`config.mk`:
```
export PLATFORM = sky130hd
export DESIGN_NAME = fastcgi_record_deframer_unit_flat
export DESIGN_NICKNAME = d
export VERILOG_FILES = /design/src/sv/fcgi_pkg.sv /design/src/sv/fcgi_req_if.sv /design/src/sv/fcgi_rsp_if.sv /design/src/sv/fcgi_front.sv /design/src/sv/fcgi_queue.sv /design/src/sv/fcgi_back.sv /design/src/sv/fastcgi_record_deframer_unit.sv /design/src/flat_wrapper.sv
export SDC_FILE = /design/constraint.sdc
export NUM_CORES = 1
export LEC_CHECK = 0
export ABC_AREA = 1
export BUFFER_PORTS_ARGS = -buffer_cell sky130_fd_sc_hd__buf_2
export CAP_MARGIN = 15
export CORE_UTILIZATION = 42
export CTS_CLUSTER_DIAMETER = 80
export DETAILED_ROUTE_END_ITERATION = 10
export GPL_ROUTABILITY_DRIVEN = 0
export GPL_TIMING_DRIVEN = 0
export PLACE_DENSITY = 0.56
export SLEW_MARGIN = 20
export SYNTH_ARGS = -nofsm -noshare
export SYNTH_HDL_FRONTEND = slang
export SYNTH_SLANG_ARGS = --single-unit
```
`constraint.sdc`:
```
create_clock -name clock -period 6.2 [get_ports clock]
set_clock_uncertainty 0.1 [all_clocks]
set_input_delay 1.24 -clock clock [delete_from_list [all_inputs] [get_ports clock]]
set_output_delay 1.24 -clock clock [all_outputs]
set_load 0.02 [all_outputs]
```
`src/sv/fcgi_pkg.sv`:
```
`timescale 1ns / 1ps
`default_nettype none

package fcgi_pkg;

   // Record parser phase.
   typedef enum logic [1:0] {
      PH_HEADER  = 2'd0,
      PH_CONTENT = 2'd1,
      PH_PADDING = 2'd2
   } phase_type;

   // Byte positions inside the 8-byte record header.
   localparam int HDR_IDX_W = 3;
   localparam logic [HDR_IDX_W-1:0] HDR_IDX_TYPE    = 3'd1;
   localparam logic [HDR_IDX_W-1:0] HDR_IDX_REQ_HI  = 3'd2;
   localparam logic [HDR_IDX_W-1:0] HDR_IDX_REQ_LO  = 3'd3;
   localparam logic [HDR_IDX_W-1:0] HDR_IDX_LEN_HI  = 3'd4;
   localparam logic [HDR_IDX_W-1:0] HDR_IDX_LEN_LO  = 3'd5;
   localparam logic [HDR_IDX_W-1:0] HDR_IDX_PAD     = 3'd6;
   localparam logic [HDR_IDX_W-1:0] HDR_IDX_LAST    = 3'd7;

   // Queue between the parser and the output stage.
   localparam int QUEUE_DEPTH = 2;
   localparam int QUEUE_PTR_W = 1;
   localparam int QUEUE_CNT_W = 2;

   // One result beat.
   typedef struct packed {
      logic        has_data;
      logic [7:0]  payload_byte;
      logic [7:0]  record_type;
      logic [15:0] request_id;
      logic [15:0] content_length;
      logic        record_end;
   } rsp_item_type;

   // Parser to queue write side.
   typedef struct packed {
      logic         push;
      rsp_item_type item;
   } push_type;

endpackage

`default_nettype wire

```
`src/sv/fcgi_req_if.sv`:
```
`timescale 1ns / 1ps
`default_nettype none

interface fcgi_req_if;
   logic       valid;
   logic       ready;
   logic [7:0] data_byte;

   modport source (output valid, output data_byte, input ready);
   modport sink (input valid, input data_byte, output ready);
endinterface

`default_nettype wire

```
`src/sv/fcgi_rsp_if.sv`:
```
`timescale 1ns / 1ps
`default_nettype none

interface fcgi_rsp_if;
   logic        valid;
   logic        ready;
   logic        has_data;
   logic [7:0]  payload_byte;
   logic [7:0]  record_type;
   logic [15:0] request_id;
   logic [15:0] content_length;
   logic        record_end;

   modport source (
      output valid, output has_data, output payload_byte, output record_type,
      output request_id, output content_length, output record_end, input ready
   );
   modport sink (
      input valid, input has_data, input payload_byte, input record_type,
      input request_id, input content_length, input record_end, output ready
   );
endinterface

`default_nettype wire

```
`src/sv/fcgi_front.sv`:
```
`timescale 1ns / 1ps
`default_nettype none

module fcgi_front (
   input  wire logic              clock,
   input  wire logic              reset,
   fcgi_req_if.sink               req_ch,
   input  wire logic              queue_full,
   output fcgi_pkg::push_type     wr
);
   import fcgi_pkg::*;

   phase_type   phase_ff, phase_in;
   logic [15:0] byte_count_ff, byte_count_in;
   logic [7:0]  hdr_type_ff, hdr_type_in;
   logic [15:0] hdr_request_ff, hdr_request_in;
   logic [15:0] hdr_content_len_ff, hdr_content_len_in;
   logic [7:0]  hdr_padding_len_ff, hdr_padding_len_in;

   logic        accept;
   logic [15:0] count_next;
   logic [HDR_IDX_W-1:0] hdr_idx;
   logic        content_done;
   logic        padding_done;

   // A byte is taken whenever the queue has a free slot.
   assign req_ch.ready = ~queue_full;
   assign accept       = req_ch.valid & ~queue_full;

   assign count_next   = byte_count_ff + 16'd1;
   assign hdr_idx      = byte_count_ff[HDR_IDX_W-1:0];
   assign content_done = (count_next >= hdr_content_len_ff);
   assign padding_done = (count_next >= {8'd0, hdr_padding_len_ff});

   // Next state: phase, byte counter and header fields.
   always_comb begin
      phase_in           = phase_ff;
      byte_count_in      = byte_count_ff;
      hdr_type_in        = hdr_type_ff;
      hdr_request_in     = hdr_request_ff;
      hdr_content_len_in = hdr_content_len_ff;
      hdr_padding_len_in = hdr_padding_len_ff;
      if (accept) begin
         unique case (phase_ff)
            PH_CONTENT: begin
               if (content_done) begin
                  byte_count_in = 16'd0;
                  phase_in = (hdr_padding_len_ff == 8'd0) ? PH_HEADER : PH_PADDING;
               end else begin
                  byte_count_in = count_next;
               end
            end
            PH_PADDING: begin
               if (padding_done) begin
                  byte_count_in = 16'd0;
                  phase_in      = PH_HEADER;
               end else begin
                  byte_count_in = count_next;
               end
            end
            PH_HEADER: begin
               unique case (hdr_idx)
                  HDR_IDX_TYPE:   hdr_type_in               = req_ch.data_byte;
                  HDR_IDX_REQ_HI: hdr_request_in[15:8]      = req_ch.data_byte;
                  HDR_IDX_REQ_LO: hdr_request_in[7:0]       = req_ch.data_byte;
                  HDR_IDX_LEN_HI: hdr_content_len_in[15:8]  = req_ch.data_byte;
                  HDR_IDX_LEN_LO: hdr_content_len_in[7:0]   = req_ch.data_byte;
                  HDR_IDX_PAD:    hdr_padding_len_in        = req_ch.data_byte;
                  default: ;
               endcase
               if (hdr_idx == HDR_IDX_LAST) begin
                  byte_count_in = 16'd0;
                  if (hdr_content_len_ff != 16'd0) begin
                     phase_in = PH_CONTENT;
                  end else if (hdr_padding_len_ff != 8'd0) begin
                     phase_in = PH_PADDING;
                  end else begin
                     phase_in = PH_HEADER;
                  end
               end else begin
                  byte_count_in = count_next;
               end
            end
            default: begin
               // Unused phase code restarts a header at its first byte.
               phase_in      = PH_HEADER;
               byte_count_in = 16'd1;
            end
         endcase
      end
   end

   // Outputs: which accepted bytes give a result beat.
   always_comb begin
      wr.push                = 1'b0;
      wr.item.has_data       = 1'b0;
      wr.item.payload_byte   = 8'd0;
      wr.item.record_type    = hdr_type_ff;
      wr.item.request_id     = hdr_request_ff;
      wr.item.content_length = hdr_content_len_ff;
      wr.item.record_end     = 1'b0;
      unique case (phase_ff)
         PH_CONTENT: begin
            wr.push              = accept;
            wr.item.has_data     = 1'b1;
            wr.item.payload_byte = req_ch.data_byte;
            wr.item.record_end   = content_done & (hdr_padding_len_ff == 8'd0);
         end
         PH_PADDING: begin
            wr.push            = accept & padding_done;
            wr.item.record_end = 1'b1;
         end
         PH_HEADER: begin
            // Empty record ends on its last header byte.
            wr.push = accept & (hdr_idx == HDR_IDX_LAST) &
                      (hdr_content_len_ff == 16'd0) & (hdr_padding_len_ff == 8'd0);
            wr.item.record_end = 1'b1;
         end
         default: ;
      endcase
   end

   // Parser control registers.
   always_ff @(posedge clock) begin
      if (reset) begin
         phase_ff      <= PH_HEADER;
         byte_count_ff <= 16'd0;
      end else begin
         phase_ff      <= phase_in;
         byte_count_ff <= byte_count_in;
      end
   end

   // Header field registers; cleared at reset so early results read zero.
   always_ff @(posedge clock) begin
      if (reset) begin
         hdr_type_ff        <= 8'd0;
         hdr_request_ff     <= 16'd0;
         hdr_content_len_ff <= 16'd0;
         hdr_padding_len_ff <= 8'd0;
      end else begin
         hdr_type_ff        <= hdr_type_in;
         hdr_request_ff     <= hdr_request_in;
         hdr_content_len_ff <= hdr_content_len_in;
         hdr_padding_len_ff <= hdr_padding_len_in;
      end
   end

endmodule

`default_nettype wire

```
`src/sv/fcgi_queue.sv`:
```
`timescale 1ns / 1ps
`default_nettype none

module fcgi_queue (
   input  wire logic                  clock,
   input  wire logic                  reset,
   input  wire fcgi_pkg::push_type    wr,
   output logic                       full,
   output logic                       rd_valid,
   output fcgi_pkg::rsp_item_type     rd_item,
   input  wire logic                  pop
);
   import fcgi_pkg::*;

   rsp_item_type              entry_ff [QUEUE_DEPTH];
   logic [QUEUE_PTR_W-1:0]    wr_ptr_ff, wr_ptr_in;
   logic [QUEUE_PTR_W-1:0]    rd_ptr_ff, rd_ptr_in;
   logic [QUEUE_CNT_W-1:0]    count_ff, count_in;
   logic                      do_push;
   logic                      do_pop;

   assign full     = (count_ff == QUEUE_CNT_W'(QUEUE_DEPTH));
   assign rd_valid = (count_ff != '0);
   assign rd_item  = entry_ff[rd_ptr_ff];
   assign do_push  = wr.push & ~full;
   assign do_pop   = pop & rd_valid;

   // Pointer and fill count update.
   always_comb begin
      wr_ptr_in = do_push ? wr_ptr_ff + 1'b1 : wr_ptr_ff;
      rd_ptr_in = do_pop ? rd_ptr_ff + 1'b1 : rd_ptr_ff;
      count_in  = count_ff;
      if (do_push & ~do_pop) begin
         count_in = count_ff + 1'b1;
      end else if (do_pop & ~do_push) begin
         count_in = count_ff - 1'b1;
      end
   end

   always_ff @(posedge clock) begin
      if (reset) begin
         wr_ptr_ff <= '0;
         rd_ptr_ff <= '0;
         count_ff  <= '0;
      end else begin
         wr_ptr_ff <= wr_ptr_in;
         rd_ptr_ff <= rd_ptr_in;
         count_ff  <= count_in;
      end
   end

   // Entry storage.
   always_ff @(posedge clock) begin
      if (do_push) begin
         entry_ff[wr_ptr_ff] <= wr.item;
      end
   end

endmodule

`default_nettype wire

```
`src/sv/fcgi_back.sv`:
```
`timescale 1ns / 1ps
`default_nettype none

module fcgi_back (
   input  wire logic                  clock,
   input  wire logic                  reset,
   input  wire logic                  rd_valid,
   input  wire fcgi_pkg::rsp_item_type rd_item,
   output logic                       pop,
   fcgi_rsp_if.source                 rsp_ch
);
   import fcgi_pkg::*;

   logic         valid_ff, valid_in;
   rsp_item_type item_ff;
   logic         load;

   // Refill the output register when it is empty or being drained.
   assign load     = rd_valid & (~valid_ff | rsp_ch.ready);
   assign pop      = load;
   assign valid_in = load | (valid_ff & ~rsp_ch.ready);

   always_ff @(posedge clock) begin
      if (reset) begin
         valid_ff <= 1'b0;
      end else begin
         valid_ff <= valid_in;
      end
   end

   always_ff @(posedge clock) begin
      if (load) begin
         item_ff <= rd_item;
      end
   end

   // Drive the result channel from the output register.
   assign rsp_ch.valid          = valid_ff;
   assign rsp_ch.has_data       = item_ff.has_data;
   assign rsp_ch.payload_byte   = item_ff.payload_byte;
   assign rsp_ch.record_type    = item_ff.record_type;
   assign rsp_ch.request_id     = item_ff.request_id;
   assign rsp_ch.content_length = item_ff.content_length;
   assign rsp_ch.record_end     = item_ff.record_end;

endmodule

`default_nettype wire

```
`src/sv/fastcgi_record_deframer_unit.sv`:
```
// FastCGI record deframer.
// The req_ch channel carries one raw stream byte per beat; the rsp_ch channel
// carries one result beat per content byte, with the record's type, request id
// and content length, plus an end-only beat where padding or an empty record
// finishes. Header and padding bytes otherwise produce no beat.
// Throughput is one byte per cycle: the parser updates its counters and header
// registers as each byte is accepted, so req_ch.ready stays high as long as the
// two-entry queue between the parser and the output register has room.
// A result beat is written into the queue as the byte that caused it is accepted,
// then moves into the output register that presents it on rsp_ch.
// When the receiver stalls, the output register holds its beat, the queue fills,
// and req_ch.ready drops once both queue entries are taken.
// Reset is synchronous and returns the parser to the start of a header with all
// header fields zero, and empties the queue and output register.
`timescale 1ns / 1ps
`default_nettype none

module fastcgi_record_deframer_unit (
   input  wire logic   clock,
   input  wire logic   reset,
   fcgi_req_if.sink    req_ch,
   fcgi_rsp_if.source  rsp_ch
);
   import fcgi_pkg::*;

   push_type     wr;
   logic         queue_full;
   logic         rd_valid;
   rsp_item_type rd_item;
   logic         pop;

   // Parser: classifies each byte and decodes headers.
   fcgi_front u_front (
      .clock      (clock),
      .reset      (reset),
      .req_ch     (req_ch),
      .queue_full (queue_full),
      .wr         (wr)
   );

   // Decoupling queue.
   fcgi_queue u_queue (
      .clock    (clock),
      .reset    (reset),
      .wr       (wr),
      .full     (queue_full),
      .rd_valid (rd_valid),
      .rd_item  (rd_item),
      .pop      (pop)
   );

   // Output stage.
   fcgi_back u_back (
      .clock    (clock),
      .reset    (reset),
      .rd_valid (rd_valid),
      .rd_item  (rd_item),
      .pop      (pop),
      .rsp_ch   (rsp_ch)
   );

endmodule

`default_nettype wire

```
`src/flat_wrapper.sv`:
```
// flat-port wrapper written by rule: the top's interface ports become plain ports
module fastcgi_record_deframer_unit_flat import fcgi_pkg::*;
  (clock, reset, req_ch_valid, req_ch_data_byte, req_ch_ready, rsp_ch_valid, rsp_ch_has_data, rsp_ch_payload_byte, rsp_ch_record_type, rsp_ch_request_id, rsp_ch_content_length, rsp_ch_record_end, rsp_ch_ready);
  fcgi_req_if req_ch_i ();
  fcgi_rsp_if rsp_ch_i ();
  input  wire logic clock;
  input  wire logic reset;
  input wire logic [$bits(req_ch_i.valid)-1:0] req_ch_valid;
  input wire logic [$bits(req_ch_i.data_byte)-1:0] req_ch_data_byte;
  output wire logic [$bits(req_ch_i.ready)-1:0] req_ch_ready;
  output wire logic [$bits(rsp_ch_i.valid)-1:0] rsp_ch_valid;
  output wire logic [$bits(rsp_ch_i.has_data)-1:0] rsp_ch_has_data;
  output wire logic [$bits(rsp_ch_i.payload_byte)-1:0] rsp_ch_payload_byte;
  output wire logic [$bits(rsp_ch_i.record_type)-1:0] rsp_ch_record_type;
  output wire logic [$bits(rsp_ch_i.request_id)-1:0] rsp_ch_request_id;
  output wire logic [$bits(rsp_ch_i.content_length)-1:0] rsp_ch_content_length;
  output wire logic [$bits(rsp_ch_i.record_end)-1:0] rsp_ch_record_end;
  input wire logic [$bits(rsp_ch_i.ready)-1:0] rsp_ch_ready;
  assign req_ch_i.valid = req_ch_valid;
  assign req_ch_i.data_byte = req_ch_data_byte;
  assign req_ch_ready = req_ch_i.ready;
  assign rsp_ch_valid = rsp_ch_i.valid;
  assign rsp_ch_has_data = rsp_ch_i.has_data;
  assign rsp_ch_payload_byte = rsp_ch_i.payload_byte;
  assign rsp_ch_record_type = rsp_ch_i.record_type;
  assign rsp_ch_request_id = rsp_ch_i.request_id;
  assign rsp_ch_content_length = rsp_ch_i.content_length;
  assign rsp_ch_record_end = rsp_ch_i.record_end;
  assign rsp_ch_i.ready = rsp_ch_ready;
  fastcgi_record_deframer_unit u_core (.clock(clock), .reset(reset), .req_ch(req_ch_i), .rsp_ch(rsp_ch_i));
endmodule
```
==> metrics.md <==
| Metric | Value |
|---|---|
| Largest net degree at the start of global routing | 38 |
| CTS Hold Buffers Added | 0 |
| Total iterations of the first detailed-routing run | 4 |
| Main combinational cell family by area after synthesis | simple AND/OR/NAND/NOR gates |
| Core Rows | 53 |
| First-pass GRT wire length | just over 30,000 µm |
| Buffers added on ports | 62 |
| Syn Nets | slightly above 900 |
| Core area | around 21,000 µm² |
| Post-synthesis mux area share | 0% |
| Final net count | approximately 1.0k |
| Area contributors post-synth | edfxtp_1 (49%), dfxtp_1 (16%), nand2_1 (9.7%) |
| Worst-Margin Slew | 0.819 ns |
| Boundary pin count | 64 |
| Synth Area in Compound Gates | under 10% |
| Final Setup Violations | 0 |
| Lkg Pwr | around 4.4 nW |
| #FFs+latches synth | roughly 220 |
| CTS Buffer Depth | 3 |
| Clock transition at path regs | around 0.060 ns |
| Die ar. | about 22,000 µm² |
| Crit path capture type | flop |
| Max-Slew Margin vs Limit | approximately 45% |
| DRC | 0 |
| Syn Area/Cell | approximately 11 µm² |
| Pwr dens | about 400 nW/µm² |
| Number of max-cap violations | 0 |
| XOR/XNOR Fraction of Synth Area | less than 1% |
| Clock sink count | approximately 220 |
| DR vias | approximately 6k |
| Aggregate global routing overflow | 0 |
| Adder-cell share of the synthesized area | between 4 and 5% |
| Clk_lat worst skew | roughly 0.52 ns |
| Final Critical Period | around 3.7 ns |
| Yosys warning count | 0 |
| Part of the power in registers | 45.2% |
| CTS tree | yes |
| H-tree depth | 1 |
| Layout area overhead | 17.1% |
| Resized cells post-CTS | 0 |
| Required time worst endpoint | between 6 and 7 ns |
| DP Worst Slack | 2.37 ns |
| Post-synthesis sequential area ratio | around 65% |
| Internal Power | around 3 mW |
| Vias in the first global route | 5,913 |
| Final hold vios | 0 |
| Fmax | roughly 0.27 GHz |
| Crit Path Max Fanout | 21 |
| Distinct cell type count after synthesis | 33 |
| Top cell type's share of synthesized area | about half |
| DR vias/cell | 4.88 |
| RSZ-0062 raised after global routing | false |
| Root Driver | clkbuf_16 |
| Avg WL per Cell | 15.5 µm |
| Share of total power in the clock network | between 30% and 40% |
| Final WS setup | ~2.5 ns |
| Hpwl dp | 13,800 µm |
| VDD IR max | around 0.00022 V |
| Layout cells sized above 1 | between 10% and 20% |
| Net Sw Frac | a little under a third |
| Antenna viol nets, final | 0 |
| Initial antenna violation count | 0 |
| Initial core utilization | around 43% |
| Synth Area in Simple Gates | around 17% |
| Final wirelength | 19,400 µm |
| Post-Syn Area | 9140 µm² |
| Iter 0 DRT Violations | roughly 330 |
| Worst hold path type | reg -> reg |
| N_diodes | 0 |
| Post-CTS setup buffer count | 0 |
| Die Ht | 150 µm |
| Fin crit share | approximately 60% |
| Worst EP arrival | 3.86 ns |
| Startpoint types | flop |
| Combinational power share | 22.8% |
| CP Class | reg -> reg |
| Status | finished clean |
| Max Slew Vio Count | 0 |
| Total CTS buffers | 24 |
| Die span in x | 150 µm |
| Syn Inst Count | approximately 870 |
| Area leader, netlist | edfxtp_1 |
| Switch Pwr | ~1.3 mW |
| Fin cells | between 1k and 1.5k |
| GRT Resource Usage Total | a little under a fifth |
| Placed insts | about 1.2k |
power by group through the flow:
stage	combinational (mW)	sequential, mW	clock (mW)
5_1_grt	1.09	1.95	1.45
3_5_place_dp	0.992	1.96	0
6_report	0.972	1.92	1.36
2_1_floorplan	0.399	2.19	0
3_3_place_gp	0.956	1.97	0
4_1_cts	0.996	1.93	1.40
worst max-delay path, cell delays in order, from the launching register on:
cell     delay, ns
dfxtp_1       0.49
inv_1         0.21
nor2_8        0.22
nand2_2       0.09
xor2_1        0.23
inv_1         0.11
ha_1          0.30
nand2_1       0.07
inv_1         0.05
o21ai_0       0.08
nand2_1       0.08
nor2_2        0.04
nand3_2       0.08
nor2_4        0.05
nand2_1       0.05
nand2_1       0.15
a21oi_4       0.61
buf_16        0.24
buf_16        0.18
through the flow:
stage / setup TNS (ns) / cell area (µm²) / power [mW] / utilization (%) / hold WS (ns)
finish: 0 / 10700 / 4.26 / 50.6 / 0.350
global route: 0 / 10700 / 4.48 / 50.6 / 0.362
CTS: 0 / 10700 / 4.32 / 50.6 / 0.343
detailed placement: 0 / 9950 / 2.95 / 47.0 / 0.337
global placement: -76.23 / 9790 / 2.92 / 46.3 / 0.332
floorplan: 0 / 9140 / 2.59 / - / 0.320
flip-flops by register name, summed over array words and instances (netlist names):
signal                               count
u_core.u_front.hdr_content_len_ff       16
u_core.u_queue.count_ff                  2
u_core.u_front.phase_ff                  2
u_core.u_front.hdr_padding_len_ff        8
u_core.u_front.hdr_request_ff           16
u_core.u_front.byte_count_ff            16
u_core.u_queue.rd_ptr_ff                 1
u_core.u_back.rsp_ch.record_type         8
u_core.u_front.hdr_type_ff               8
u_core.u_back.rsp_ch.content_length     16
u_core.u_back.rsp_ch.has_data            1
u_core.u_queue.wr_ptr_ff                 1
u_core.u_back.rsp_ch.record_end          1
u_core.u_back.rsp_ch.valid               1
u_core.u_queue.entry_ff                100
u_core.u_back.rsp_ch.request_id         16
u_core.u_back.rsp_ch.payload_byte        8
Yosys cell counts, drive strengths merged:
| cell | instances |
|---|---|
| o21a | 1 |
| nand3 | 19 |
| edfxtp | 150 |
| clkinv | 1 |
| nand3b | 2 |
| ha | 31 |
| a21oi | 84 |
| o21ai | 58 |
| a31oi | 1 |
| inv | 86 |
| buf | 5 |
| dfxtp | 71 |
| xnor2 | 2 |
| o21bai | 1 |
| xor2 | 4 |
| nor3 | 4 |
| nor2 | 52 |
| nand2 | 258 |
| nand4 | 14 |
| clkbuf | 22 |
| nor4 | 1 |
final cells by class:
cell class              instances  area, µm²
fillers                      1913      10500
flip-flops and latches        221       5930
multi-input cells             532       2780
clock buffers                  32        631
repair buffers                 67        440
well taps                     275        344
inverters                      87        329
plain buffers                  27        123
clock inverters                12        121
final timing paths:
check                                                from                                  endpoint  slack (ns)  cells past startpoint
min reg2reg    u_core.u_front.hdr_type_ff[7]$_SDFFE_PP0P_  u_core.u_queue.entry_ff[0][40]$_DFFE_PP_        0.35                      0
min            u_core.u_front.hdr_type_ff[7]$_SDFFE_PP0P_  u_core.u_queue.entry_ff[0][40]$_DFFE_PP_        0.35                      0
max reg2reg  u_core.u_front.byte_count_ff[0]$_SDFFE_PP0P_   u_core.u_queue.entry_ff[1][6]$_DFFE_PP_        2.46                     18
max          u_core.u_front.byte_count_ff[0]$_SDFFE_PP0P_   u_core.u_queue.entry_ff[1][6]$_DFFE_PP_        2.46                     18
per-layer routing:
metal / track usage, % / vias to the layer above / share of wire, %
met5: 0 / - / 0
met4: 4.95 / 0 / 2.3
met3: 2.62 / 32 / 4.0
met2: 29.6 / 115 / 47
met1: 24.8 / 2861 / 47
li1: - / 3105 / -
cell usage in the layout, fill, tap and decap left out, drive strengths merged, types with 2 or more instances in the layout:
cell	Yosys	final
o21ai	58	58
ha	31	31
dfxtp	71	71
nor2	52	52
nand2	258	258
clkinv	1	9
bufinv	0	2
nor3	4	4
inv	86	87
xnor2	2	2
nand4	14	14
xor2	4	4
a21oi	84	84
edfxtp	150	150
nand3	19	19
nand3b	2	2
clkbuf	22	54
buf	5	72
cells by family (layout without fill, tap and decap cells):
| family | count (synthesis) | after routing |
|---|---|---|
| xor gates and xnor gates | 6 | 6 |
| adders and majority gates | 31 | 31 |
| DFF | 221 | 221 |
| and+or+nand+nor | 350 | 350 |
| buffers and inverters | 114 | 225 |
| AOI/OAI and AO/OA | 145 | 145 |
(Power assumes the default switching activity.)
